### config.mk
export PLATFORM = sky130hd
export DESIGN_NAME = eqd_cell
export DESIGN_NICKNAME = d
export VERILOG_FILES = /design/src/sv/eqd_pkg.sv /design/src/sv/eqd_cell.sv
export SDC_FILE = /design/constraint.sdc
export NUM_CORES = 1
export LEC_CHECK = 0
export ABC_CLOCK_PERIOD_IN_PS = 5450
export BUFFER_PORTS_ARGS = -buffer_cell sky130_fd_sc_hd__buf_2
export CELL_PAD_IN_SITES_DETAIL_PLACEMENT = 0
export CELL_PAD_IN_SITES_GLOBAL_PLACEMENT = 1
export CORE_AREA = 2 2 133 135
export CTS_CLUSTER_DIAMETER = 100
export DETAILED_ROUTE_END_ITERATION = 8
export DIE_AREA = 0 0 135 137
export PLACE_DENSITY = 0.79
export SKIP_LAST_GASP = 1
export SYNTH_ARGS = -nofsm -noshare
export SYNTH_HDL_FRONTEND = slang
export SYNTH_SLANG_ARGS = --single-unit
### constraint.sdc
create_clock -name clk_i -period 5.45 [get_ports clk_i]
set_input_delay 1.09 -clock clk_i [delete_from_list [all_inputs] [get_ports clk_i]]
set_output_delay 1.09 -clock clk_i [all_outputs]
set_load 0.02 [all_outputs]
### src/sv/eqd_pkg.sv
// package for the expiry deadline queue: command, status and register codes,
// field widths and the control struct shared by the top level and the cells
`default_nettype none
package eqd_pkg;

  localparam int unsigned SLOTS_DEF       = 32;
  localparam int unsigned TARGET_BITS_DEF = 16;
  localparam int unsigned SLOT_W          = 5;
  localparam int unsigned NOW_W           = 48;
  localparam int unsigned EXP_W           = 49;
  localparam int unsigned FIRE_W          = 50;
  localparam int unsigned CFG_W           = 32;

  localparam logic [31:0] LIFE_RESET  = 32'(60 * 1000);
  localparam logic [31:0] BATCH_RESET = 32'(5 * 1000);

  typedef enum logic [1:0] {
    CMD_ENQ   = 2'd0,
    CMD_REM   = 2'd1,
    CMD_TICK  = 2'd2,
    CMD_FLUSH = 2'd3
  } cmd_e;

  typedef enum logic [1:0] {
    ST_NONE    = 2'd0,
    ST_TIMEOUT = 2'd1,
    ST_FLUSH   = 2'd2,
    ST_ERROR   = 2'd3
  } status_e;

  typedef enum logic {
    REG_LIFE  = 1'b0,
    REG_BATCH = 1'b1
  } reg_e;

  typedef struct packed {
    logic              shift;
    logic              scan;
    logic              kill;
    logic [SLOT_W-1:0] kill_slot;
    logic [NOW_W-1:0]  now;
  } ctl_t;

endpackage
`default_nettype wire

### src/sv/eqd_cell.sv
// one queue position: slot, expiry, target, valid and run flag, passed toward the head
// uses eqd_pkg for widths and the broadcast control struct
`default_nettype none
module eqd_cell #(
  parameter int unsigned TARGET_BITS = eqd_pkg::TARGET_BITS_DEF
) (
  input  wire logic                         clk_i,
  input  wire logic                         rst_ni,
  input  wire eqd_pkg::ctl_t                ctl_i,
  input  wire logic                         load_i,
  input  wire logic [eqd_pkg::SLOT_W-1:0]   ld_slot_i,
  input  wire logic [eqd_pkg::EXP_W-1:0]    ld_exp_i,
  input  wire logic [TARGET_BITS-1:0]       ld_tgt_i,
  input  wire logic                         nb_valid_i,
  input  wire logic [eqd_pkg::SLOT_W-1:0]   nb_slot_i,
  input  wire logic [eqd_pkg::EXP_W-1:0]    nb_exp_i,
  input  wire logic [TARGET_BITS-1:0]       nb_tgt_i,
  input  wire logic                         nb_run_i,
  input  wire logic                         pv_valid_i,
  input  wire logic                         pv_run_i,
  output logic                              valid_o,
  output logic [eqd_pkg::SLOT_W-1:0]        slot_o,
  output logic [eqd_pkg::EXP_W-1:0]         exp_o,
  output logic [TARGET_BITS-1:0]            tgt_o,
  output logic                              run_o
);

  logic                       valid_q, valid_d, run_q, run_d;
  logic [eqd_pkg::SLOT_W-1:0] slot_q, slot_d;
  logic [eqd_pkg::EXP_W-1:0]  exp_q, exp_d;
  logic [TARGET_BITS-1:0]     tgt_q, tgt_d;
  logic                       due;

  assign due = valid_q && (exp_q <= eqd_pkg::EXP_W'(ctl_i.now));

  always_comb begin
    valid_d = valid_q;
    slot_d  = slot_q;
    exp_d   = exp_q;
    tgt_d   = tgt_q;
    run_d   = run_q;
    priority if (ctl_i.shift || !valid_q) begin
      valid_d = nb_valid_i;
      slot_d  = nb_slot_i;
      exp_d   = nb_exp_i;
      tgt_d   = nb_tgt_i;
      run_d   = nb_run_i;
    end else if (load_i) begin
      valid_d = 1'b1;
      slot_d  = ld_slot_i;
      exp_d   = ld_exp_i;
      tgt_d   = ld_tgt_i;
    end else if (ctl_i.kill && slot_q == ctl_i.kill_slot) begin
      valid_d = 1'b0;
    end else if (!pv_valid_i) begin
      valid_d = 1'b0;
    end
    if (ctl_i.scan) begin
      run_d = due && pv_run_i;
    end
  end

  always_ff @(posedge clk_i or negedge rst_ni) begin
    if (!rst_ni) begin
      valid_q <= 1'b0;
      run_q   <= 1'b0;
    end else begin
      valid_q <= load_i && !valid_q && !ctl_i.shift ? 1'b1 : valid_d;
      run_q   <= run_d;
    end
  end

  always_ff @(posedge clk_i) begin
    if (load_i && !valid_q && !ctl_i.shift) begin
      slot_q <= ld_slot_i;
      exp_q  <= ld_exp_i;
      tgt_q  <= ld_tgt_i;
    end else begin
      slot_q <= slot_d;
      exp_q  <= exp_d;
      tgt_q  <= tgt_d;
    end
  end

  assign valid_o = valid_q;
  assign slot_o  = slot_q;
  assign exp_o   = exp_q;
  assign tgt_o   = tgt_q;
  assign run_o   = run_q;

endmodule
`default_nettype wire

[Word-level counts from Yosys, hierarchy flattened]
Cells that the tools add are included.
Operators by class
  multiplexer cells: 16
  magnitude comparators: 1
  equality and inequality tests: 2
  reductions and logical operators: 10
Operators by type and width (number)
  $mux 49: 3
  $le 49x48->1: 1
  $mux 16: 3
  $mux 5: 3
  $mux 1: 7
  $eq 5x5->1: 1
  $logic_and 1x1->1: 5
  $ne 5x2->1 const B: 1
  $reduce_bool 3->1: 1
  $logic_not 1->1: 2
  $reduce_bool 2->1: 1
  $logic_or 1x1->1: 1
Word-level totals
  output and inout port bits: 72
  input bits: 203
  word-level logic and storage cells: 34
  flip-flop bits (word level): 72

[Depth between registers and ports, before layout]
Gate-level depths: netlist (run 1).
  depth in word-level cells: 6
  gate-level depth with buffers: 8
  depth with buffers taken out: 8

[Least setup slack after synthesis (run 1)]
Ideal clock, no wire load.
  path type: input-to-reg
  from: in load_i
  to: reg exp_q (netlist bit exp_o[0]), enable pin
  path slack: 2.205 ns
  buffers on the path: 0
  data arrival time: 2.805 ns
  library setup time: 0.440 ns
  required time: 5.010 ns
  stages on the path: 1
  path through: nand2b_1
On the way
  longest elaborated chain between the ends: 3
RTL lines
  from (decl): line eqd_cell.sv:10  | input wire logic load_i,
  $logic_and 1x1->1 (2 in series): line eqd_cell.sv:74  | if (load_i && !valid_q && !ctl_i.shift) begin
  $reduce_bool 3->1 (no source line) (*)
  to (signal assigned): line eqd_cell.sv:76  | exp_q <= ld_exp_i;
  to (signal assigned): line eqd_cell.sv:80  | exp_q <= exp_d;
  to (decl): line eqd_cell.sv:30  | logic [eqd_pkg::EXP_W-1:0] exp_q, exp_d;
Every way passes the cells marked *; elsewhere a longest branch is shown, timed or not.
A chain may end at the register's enable or synchronous reset.

[Final worst setup path (run 1)]
  from: in ctl_i[45] in the netlist's numbering
  to: reg run_q (netlist: run_o)
On the way
  longest elaborated chain between the ends: 4
RTL lines
  from (decl): line eqd_cell.sv:9  | input wire eqd_pkg::ctl_t ctl_i,
  $le 49x48->1: line eqd_cell.sv:34  | assign due = valid_q && (exp_q <= eqd_pkg::EXP_W'(ctl_i.now));
  $logic_and 1x1->1: line eqd_cell.sv:34
  $logic_and 1x1->1: line eqd_cell.sv:59  | run_d = due && pv_run_i;
  $mux 1: line eqd_cell.sv:58  | if (ctl_i.scan) begin
  to (signal assigned): line eqd_cell.sv:69  | run_q <= run_d;
  to (decl): line eqd_cell.sv:28  | logic valid_q, valid_d, run_q, run_d;
Every way passes these cells.

==> results.sh, run 1 <==
export IMPL_syn_to_final_growth_pct=45.4
export IMPL_slew_violations=0
export IMPL_irDropWorstVdd_uv=134
export IMPL_grt_max_degree=71
export IMPL_io_buffers=274
export IMPL_grt_overflow=0
export IMPL_setup_violations=0
export IMPL_start_kind="input port"
export IMPL_synthesis_nets=594
export IMPL_power_density_nw_per_um2=283
export IMPL_num_nets_final=874
export IMPL_switchingPower_mw=0.515
export IMPL_chipWidth_um=135
export IMPL_dp_hpwl_um=10300
export IMPL_min_path_type="input port to async pin"
export IMPL_synth_area_leader_cell="edfxtp_1"
export IMPL_worstPathRequired_ps=5710
export IMPL_clockBufferDepth=2
export IMPL_path_cells="buf_2 -> inv_1 -> ha_1 -> and3_4 -> a221oi_2 -> nor2_1 -> nor4_2 -> o221ai_1 -> o22ai_1"
export IMPL_p_comb_frac=0.229
export IMPL_finalClockSkew_ps=6.65
export IMPL_dp_slack_ps=2530
export IMPL_io_pins=275
export IMPL_synth_seq_cells=72
export IMPL_die_area_um2=18500
export IMPL_grt_total_usage=0.135
export IMPL_slowest_stage="nor4_2"
export IMPL_antenna_cells=0
export IMPL_critPathKind="input port to flop"
export IMPL_core_area_um2=17100
export IMPL_clock_sinks=72
export IMPL_fin_crit_sh=0.464
export IMPL_wire_per_inst_um=14.7
export IMPL_drive_gt1_frac=0.573
export IMPL_synth_top_area_share=0.481
export IMPL_synthArstFlopShare=0.0278
export IMPL_leakagePower_nw=3.14
export IMPL_drt_initial_drc_count=61
export IMPL_wl_um=12500
export IMPL_initial_core_util=0.256
export IMPL_tightest_slew_ps=1010
export IMPL_cts_max_level=3
export IMPL_p_sw_frac=0.287
export IMPL_fin_ws_ps=2920
export IMPL_vias=3632
export IMPL_clk_pin_slew_worst_paths_ps=60
export IMPL_worstSkewPairLatency_ps=340
export IMPL_cts_hold_buf=0
export IMPL_first_global_vias=3794
export IMPL_remaining_drc_errors=0
export IMPL_netlist_top_cells_area="edfxtp_1, mux2_2, ha_1"
export IMPL_cts_buffers=9
export IMPL_critPathMaxFanout=3
export IMPL_netlist_instances=343
export IMPL_max_slew_margin=0.326
export IMPL_pwr_share_clk=0.376
export IMPL_antenna_found_initial=0
export IMPL_yosysUniqueCellTypes=40
export IMPL_outcome="complete, no violations"
export IMPL_finalHoldViolCount=0
export IMPL_nFillCells=1718
export IMPL_dieHeight_um=137
export IMPL_via_per_inst=4.26
export IMPL_max_cap_violations=0
export IMPL_critical_path_top_delay_family="simple AND/OR/NAND/NOR gates"
export IMPL_crit_buf_inv=2
export IMPL_setup_tns_ps=0
export IMPL_p_total_mw=1.80
export IMPL_cts_tree="yes"
export IMPL_synth_enable_flop_cells=70
export IMPL_drtAntennaViolNets=0
export IMPL_synth_avg_cell_area_um2=12.8
export IMPL_p_int_mw=1.28
export IMPL_cts_resized_gates=0
export IMPL_end_kind="flop"
export IMPL_synth_common_cells="edfxtp_1, mux2_2, inv_1, ha_1, a21oi_1"
export IMPL_fin_crit_ps=2530
export IMPL_yosysWarnings=0
export IMPL_synth_most_common_cell="edfxtp_1"
export IMPL_rsz0062_at_grt="no"
export IMPL_power_frac_seq=0.395
export IMPL_fmax_mhz=396
export IMPL_post_cts_buffers=0
export IMPL_arrival_ps=2790
export IMPL_synth_seq_area_share=0.492
export IMPL_gp_congestion=0.789
export IMPL_drt_pass1_iterations=4
export IMPL_root_buffer="clkbuf_16"
export IMPL_grt_pass1_wl_um=18800
export IMPL_slowest_delay_ps=360
export IMPL_synth_top_flop_cell="edfxtp_1"
export IMPL_rows=48
export IMPL_netlist_area_um2=4370
-- power groups by stage --
| stage | clock network [mW] | logic [mW] | registers (mW) |
|---|---|---|---|
| floorplan | 0 | 0.171 | 0.792 |
| global placement | 0 | 0.416 | 0.722 |
| detailed placement | 0 | 0.419 | 0.723 |
| CTS | 0.694 | 0.421 | 0.711 |
| global route | 0.717 | 0.459 | 0.718 |
| finish | 0.675 | 0.412 | 0.710 |
-- layout make-up --
cell class | instances | area (um^2) | share of cell area
multi-input cells | 215 | 2020 | 0.318
clock inverters | 7 | 109 | 0.0171
well taps | 225 | 282 | 0.0443
clock buffers | 9 | 225 | 0.0354
flip-flops and latches | 72 | 2150 | 0.338
inverters | 49 | 184 | 0.0289
repair buffers | 276 | 1390 | 0.218
-- worst reg2reg max path: stages, from the launching register on --
cell and delay, ps:
dfrtp_1 460, o21bai_4 530, buf_4 500, mux2_2 420
-- worst paths after layout --
path | depth (start not counted) | end | slack [ps] | from
worst min register to register | 4 | run_o | 750 | exp_o[48]
worst max-delay path | 9 | run_o | 2920 | ctl_i[45]
worst min-delay path | 1 | valid_o | 530 | rst_ni
worst max register to register | 3 | exp_o[31] | 3290 | valid_o
min in group clk_i | 4 | run_o | 750 | exp_o[48]
max in group asynchronous | 1 | run_o | 4820 | rst_ni
-- cells in the final DEF (no fill, tap or decap), types with 2 or more instances in the layout --
master	Yosys	routed
nand4_1	5	5
inv_1	49	49
a211oi_1	2	2
and4_1	4	4
o21ai_0	4	4
ha_1	48	48
edfxtp_1	70	70
o21a_1	2	2
dfrtp_1	2	2
a21o_1	5	5
mux2_1	13	13
buf_2	7	274
inv_8	0	2
nand3_1	3	3
bufinv_16	0	2
buf_4	0	2
xnor2_1	5	5
inv_6	0	3
nor2_1	10	10
o22ai_1	2	2
a21oi_1	18	18
mux2_2	57	57
nor3_1	2	2
nand2_1	14	14
clkbuf_16	0	9
nor2b_1	2	2
-- routing by layer --
metal / vias up / track usage / share of wire
met5: - / 0 / 0
met4: 0 / 0.0370 / 0.015
met3: 13 / 0.0430 / 0.068
met2: 125 / 0.248 / 0.53
met1: 1661 / 0.150 / 0.39
li1: 1833 / - / -
-- logic make-up after synthesis --
group / Yosys count / synth area share
flops: 72 / 0.492
mux: 70 / 0.180
buf+inv: 56 / 0.0501
simple gates: 50 / 0.0681
fa+ha+maj: 48 / 0.137
compound gates: 42 / 0.0624
xor+xnor: 5 / 0.0100
-- sequential cells by signal (all words and copies together), names as in the netlist --
name,cells
run_o,1
exp_o,49
valid_o,1
tgt_o,16
slot_o,5
-- stage by stage --
stage / hold slack, ps / cells / utilization / area, um^2
floorplan: 742 / 343 / - / 4370
global placement: 735 / 837 / 0.353 / 6030
detailed placement: 748 / 837 / 0.353 / 6030
CTS: 512 / 853 / 0.373 / 6360
global route: 509 / 853 / 0.373 / 6360
finish: 531 / 853 / 0.373 / 6360
Power figures use the tool's default switching activity.
==> run 2, diff against run 1 <==
--- a/config.mk
+++ b/config.mk
@@ -5,15 +5,16 @@
 export SDC_FILE = /design/constraint.sdc
 export NUM_CORES = 1
 export LEC_CHECK = 0
-export ABC_CLOCK_PERIOD_IN_PS = 5450
+export ABC_AREA = 1
+export ABC_CLOCK_PERIOD_IN_PS = 2000
 export BUFFER_PORTS_ARGS = -buffer_cell sky130_fd_sc_hd__buf_2
 export CELL_PAD_IN_SITES_DETAIL_PLACEMENT = 0
 export CELL_PAD_IN_SITES_GLOBAL_PLACEMENT = 1
-export CORE_AREA = 2 2 133 135
+export CORE_AREA = 2 2 135 137
 export CTS_CLUSTER_DIAMETER = 100
 export DETAILED_ROUTE_END_ITERATION = 8
-export DIE_AREA = 0 0 135 137
-export PLACE_DENSITY = 0.79
+export DIE_AREA = 0 0 137 139
+export PLACE_DENSITY = 0.83
 export SKIP_LAST_GASP = 1
 export SYNTH_ARGS = -nofsm -noshare
 export SYNTH_HDL_FRONTEND = slang
==> constraint.sdc (replaced) <==
create_clock -name clk_i -period 2 [get_ports clk_i]
set_input_delay 0.4 -clock clk_i [delete_from_list [all_inputs] [get_ports clk_i]]
set_output_delay 0.4 -clock clk_i [all_outputs]
set_load 0.02 [all_outputs]
==> results.sh, run 2 <==
export IMPL_outcome="complete, no violations"
export IMPL_start_kind="flop"
export IMPL_wire_per_inst_um=13.0
export IMPL_yosys_area_share_xor_xnor=0.00775
export IMPL_end_kind="flop"
export IMPL_via_per_inst=4.07
export IMPL_hold_path_endpoint="valid_o"
export IMPL_first_global_vias=3791
export IMPL_antenna_cells=0
export IMPL_path_cells="inv_1 -> nor2_1 -> inv_1 -> or2_4"
export IMPL_critPathMaxFanout=70
export IMPL_remaining_drc_errors=0
export IMPL_synth_avg_cell_area_um2=11.0
export IMPL_synth_most_common_cell="inv_1"
export IMPL_synth_seq_cells=72
export IMPL_max_cap_violations=0
export IMPL_tightest_slew_ps=998
export IMPL_leakagePower_nw=3.36
export IMPL_synthSimpleGateAreaFrac=0.105
export IMPL_synth_compound_area_share=0.0324
export IMPL_fin_crit_sh=0.909
export IMPL_min_path_type="input port to flop"
export IMPL_crit_reg2reg_launch="valid_o"
export IMPL_max_slew_margin=0.334
export IMPL_io_buffers=274
export IMPL_clockBufferDepth=2
export IMPL_fin_crit_ps=1820
export IMPL_grt_total_usage=0.128
export IMPL_wl_um=12100
export IMPL_fin_area_um2=6540
export IMPL_netlist_area_um2=4520
export IMPL_largest_reg_flops=49
export IMPL_cts_buffers=9
export IMPL_clock_sinks=72
export IMPL_dieHeight_um=139
export IMPL_grt_pass1_wl_um=18600
export IMPL_cts_max_level=3
export IMPL_reg2reg_depth=4
export IMPL_synthesis_nets=663
export IMPL_synth_top_family_by_area="multiplexers"
export IMPL_post_cts_buffers=0
export IMPL_fmax_mhz=550
export IMPL_synth_seq_area_share=0.476
export IMPL_grt_max_degree=71
export IMPL_synth_common_cells="inv_1, edfxtp_1, nand2_1, mux2_2, ha_1"
export IMPL_worstPathRequired_ps=1960
export IMPL_irDropWorstVdd_uv=329
export IMPL_io_pins=275
export IMPL_hp_start="nb_valid_i"
export IMPL_rows=49
export IMPL_netlist_instances=412
export IMPL_post_route_util=0.370
export IMPL_drtAntennaViolNets=0
export IMPL_slowest_stage="or2_4"
export IMPL_hold_path_depth=3
export IMPL_arrival_ps=1780
export IMPL_chipWidth_um=137
export IMPL_netlist_top_cells_area="edfxtp_1, mux2_2, ha_1"
export IMPL_synth_top_flop_cell="edfxtp_1"
export IMPL_r2r_slack_ps=180
export IMPL_crit_top_cell="inv_1"
export IMPL_nFillCells=1776
export IMPL_grt_overflow=0
export IMPL_root_buffer="clkbuf_16"
export IMPL_rsz0062_at_grt="no"
export IMPL_synthArstFlopShare=0.0278
export IMPL_vias=3774
export IMPL_r2r_end="exp_o[21]"
export IMPL_slowest_delay_ps=770
export IMPL_synth_adder_area_share=0.133
export IMPL_final_cell_mix="buf_2, inv_1, edfxtp_1"
export IMPL_cts_resized_gates=0
export IMPL_synth_area_leader_cell="edfxtp_1"
export IMPL_drive_gt1_frac=0.515
export IMPL_drt_initial_drc_count=54
export IMPL_finalClockSkew_ps=4.88
export IMPL_syn_to_final_growth_pct=44.5
export IMPL_met1_length_um=4980
export IMPL_slew_violations=0
export IMPL_route_met3_wl_um=778
export IMPL_yosysUniqueCellTypes=26
export IMPL_critPathKind="flop to flop"
export IMPL_setup_violations=0
export IMPL_cts_hold_buf=1
export IMPL_synth_enable_flop_cells=70
export IMPL_wl_met2_um=6140
export IMPL_dp_hpwl_um=9890
export IMPL_place_inst=911
export IMPL_top_layer="met5"
export IMPL_drt_pass1_iterations=4
export IMPL_power_density_nw_per_um2=773
export IMPL_stdcell_count=928
export IMPL_initial_core_util=0.256
export IMPL_antenna_found_initial=1
export IMPL_layout_commonest_cell="buf_2"
export IMPL_num_nets_final=945
export IMPL_setup_tns_ps=0
export IMPL_synth_top_area_share=0.465
export IMPL_synthMuxAreaShare=0.174
export IMPL_core_area_um2=17700
export IMPL_worstSkewPairLatency_ps=340
export IMPL_die_area_um2=19000
export IMPL_gp_congestion=0.787
export IMPL_clk_pin_slew_worst_paths_ps=60
export IMPL_cts_tree="yes"
export IMPL_dpl_cell_area_um2=6170
export IMPL_finalHoldViolCount=0
export IMPL_yosysWarnings=0
==> run 2: changes by cell type in the layout (fill, tap and decap cells not counted), sizes merged, moves of 3 or more <==
cell	delta
nand2	+54
xnor2	-3
nand4	-3
nand3	+5
nor2	+9
nor3	+6
and4	-4
inv	+20
nor4	-3
==> run 2: final cells by class <==
class                           instances  area (um^2)  share of cell area
Timing Repair Buffer                  278         1420               0.217
Multi-Input combinational cell        260         2050               0.314
Inverter                               73          274              0.0419
Clock buffer                           10          239              0.0366
Sequential cell                        72         2150               0.329
Tap cell                              229          287              0.0438
Clock inverter                          6          115              0.0176
==> run 2: routing by layer <==
layer,GRT usage,vias to the layer above
li1,-,1968
met1,0.146,1659
met2,0.229,134
met3,0.0325,11
met4,0.0412,2
met5,0,-
==> run 2: worst max-delay path by stage <==
stage | startpoint | end | slack (ps) | cells after the start
after global placement | ctl_i[16] | run_o | 40 | 14
after global routing | exp_o[16] | run_o | 5 | 12
after CTS | exp_o[16] | run_o | 130 | 12
after detailed placement | ctl_i[16] | run_o | 30 | 14
final | valid_o | exp_o[21] | 180 | 4
after floorplan | valid_o | exp_o[0] | 6 | 4
==> run 2: worst max-delay path: cells and delay by family, from the launching register on <==
kind	cells	cell delay [ps]
and+or+nand+nor	2	820
buffers and inverters	2	150
DFF	1	420
==> run 2: cells by family (layout without fill, tap and decap cells) <==
| logic type | after synthesis | in the layout |
|---|---|---|
| xor gates and xnor gates | 4 | 4 |
| muxes | 70 | 70 |
| buffers and inverters | 80 | 367 |
| adders and majority gates | 48 | 48 |
| and+or+nand+nor | 112 | 112 |
| DFF | 72 | 72 |
| AOI/OAI and AO/OA | 26 | 26 |
==> run 2: report_power, final <==
group | total, mW | switching (mW) | leakage (nW) | internal [mW]
Sequential | 1.93 | 0.0793 | 0.749 | 1.86
Clock | 1.93 | 0.666 | 0.169 | 1.26
Combinational | 1.19 | 0.658 | 2.44 | 0.534
==> run 2: metrics by stage <==
stage,power [mW],hold slack [ps],setup slack (ps)
CTS,5.14,280,128
finish,5.05,290,182
global route,5.34,286,5.06
global placement,3.16,193,36.8
floorplan,2.68,104,6.41
detailed placement,3.18,194,34.2
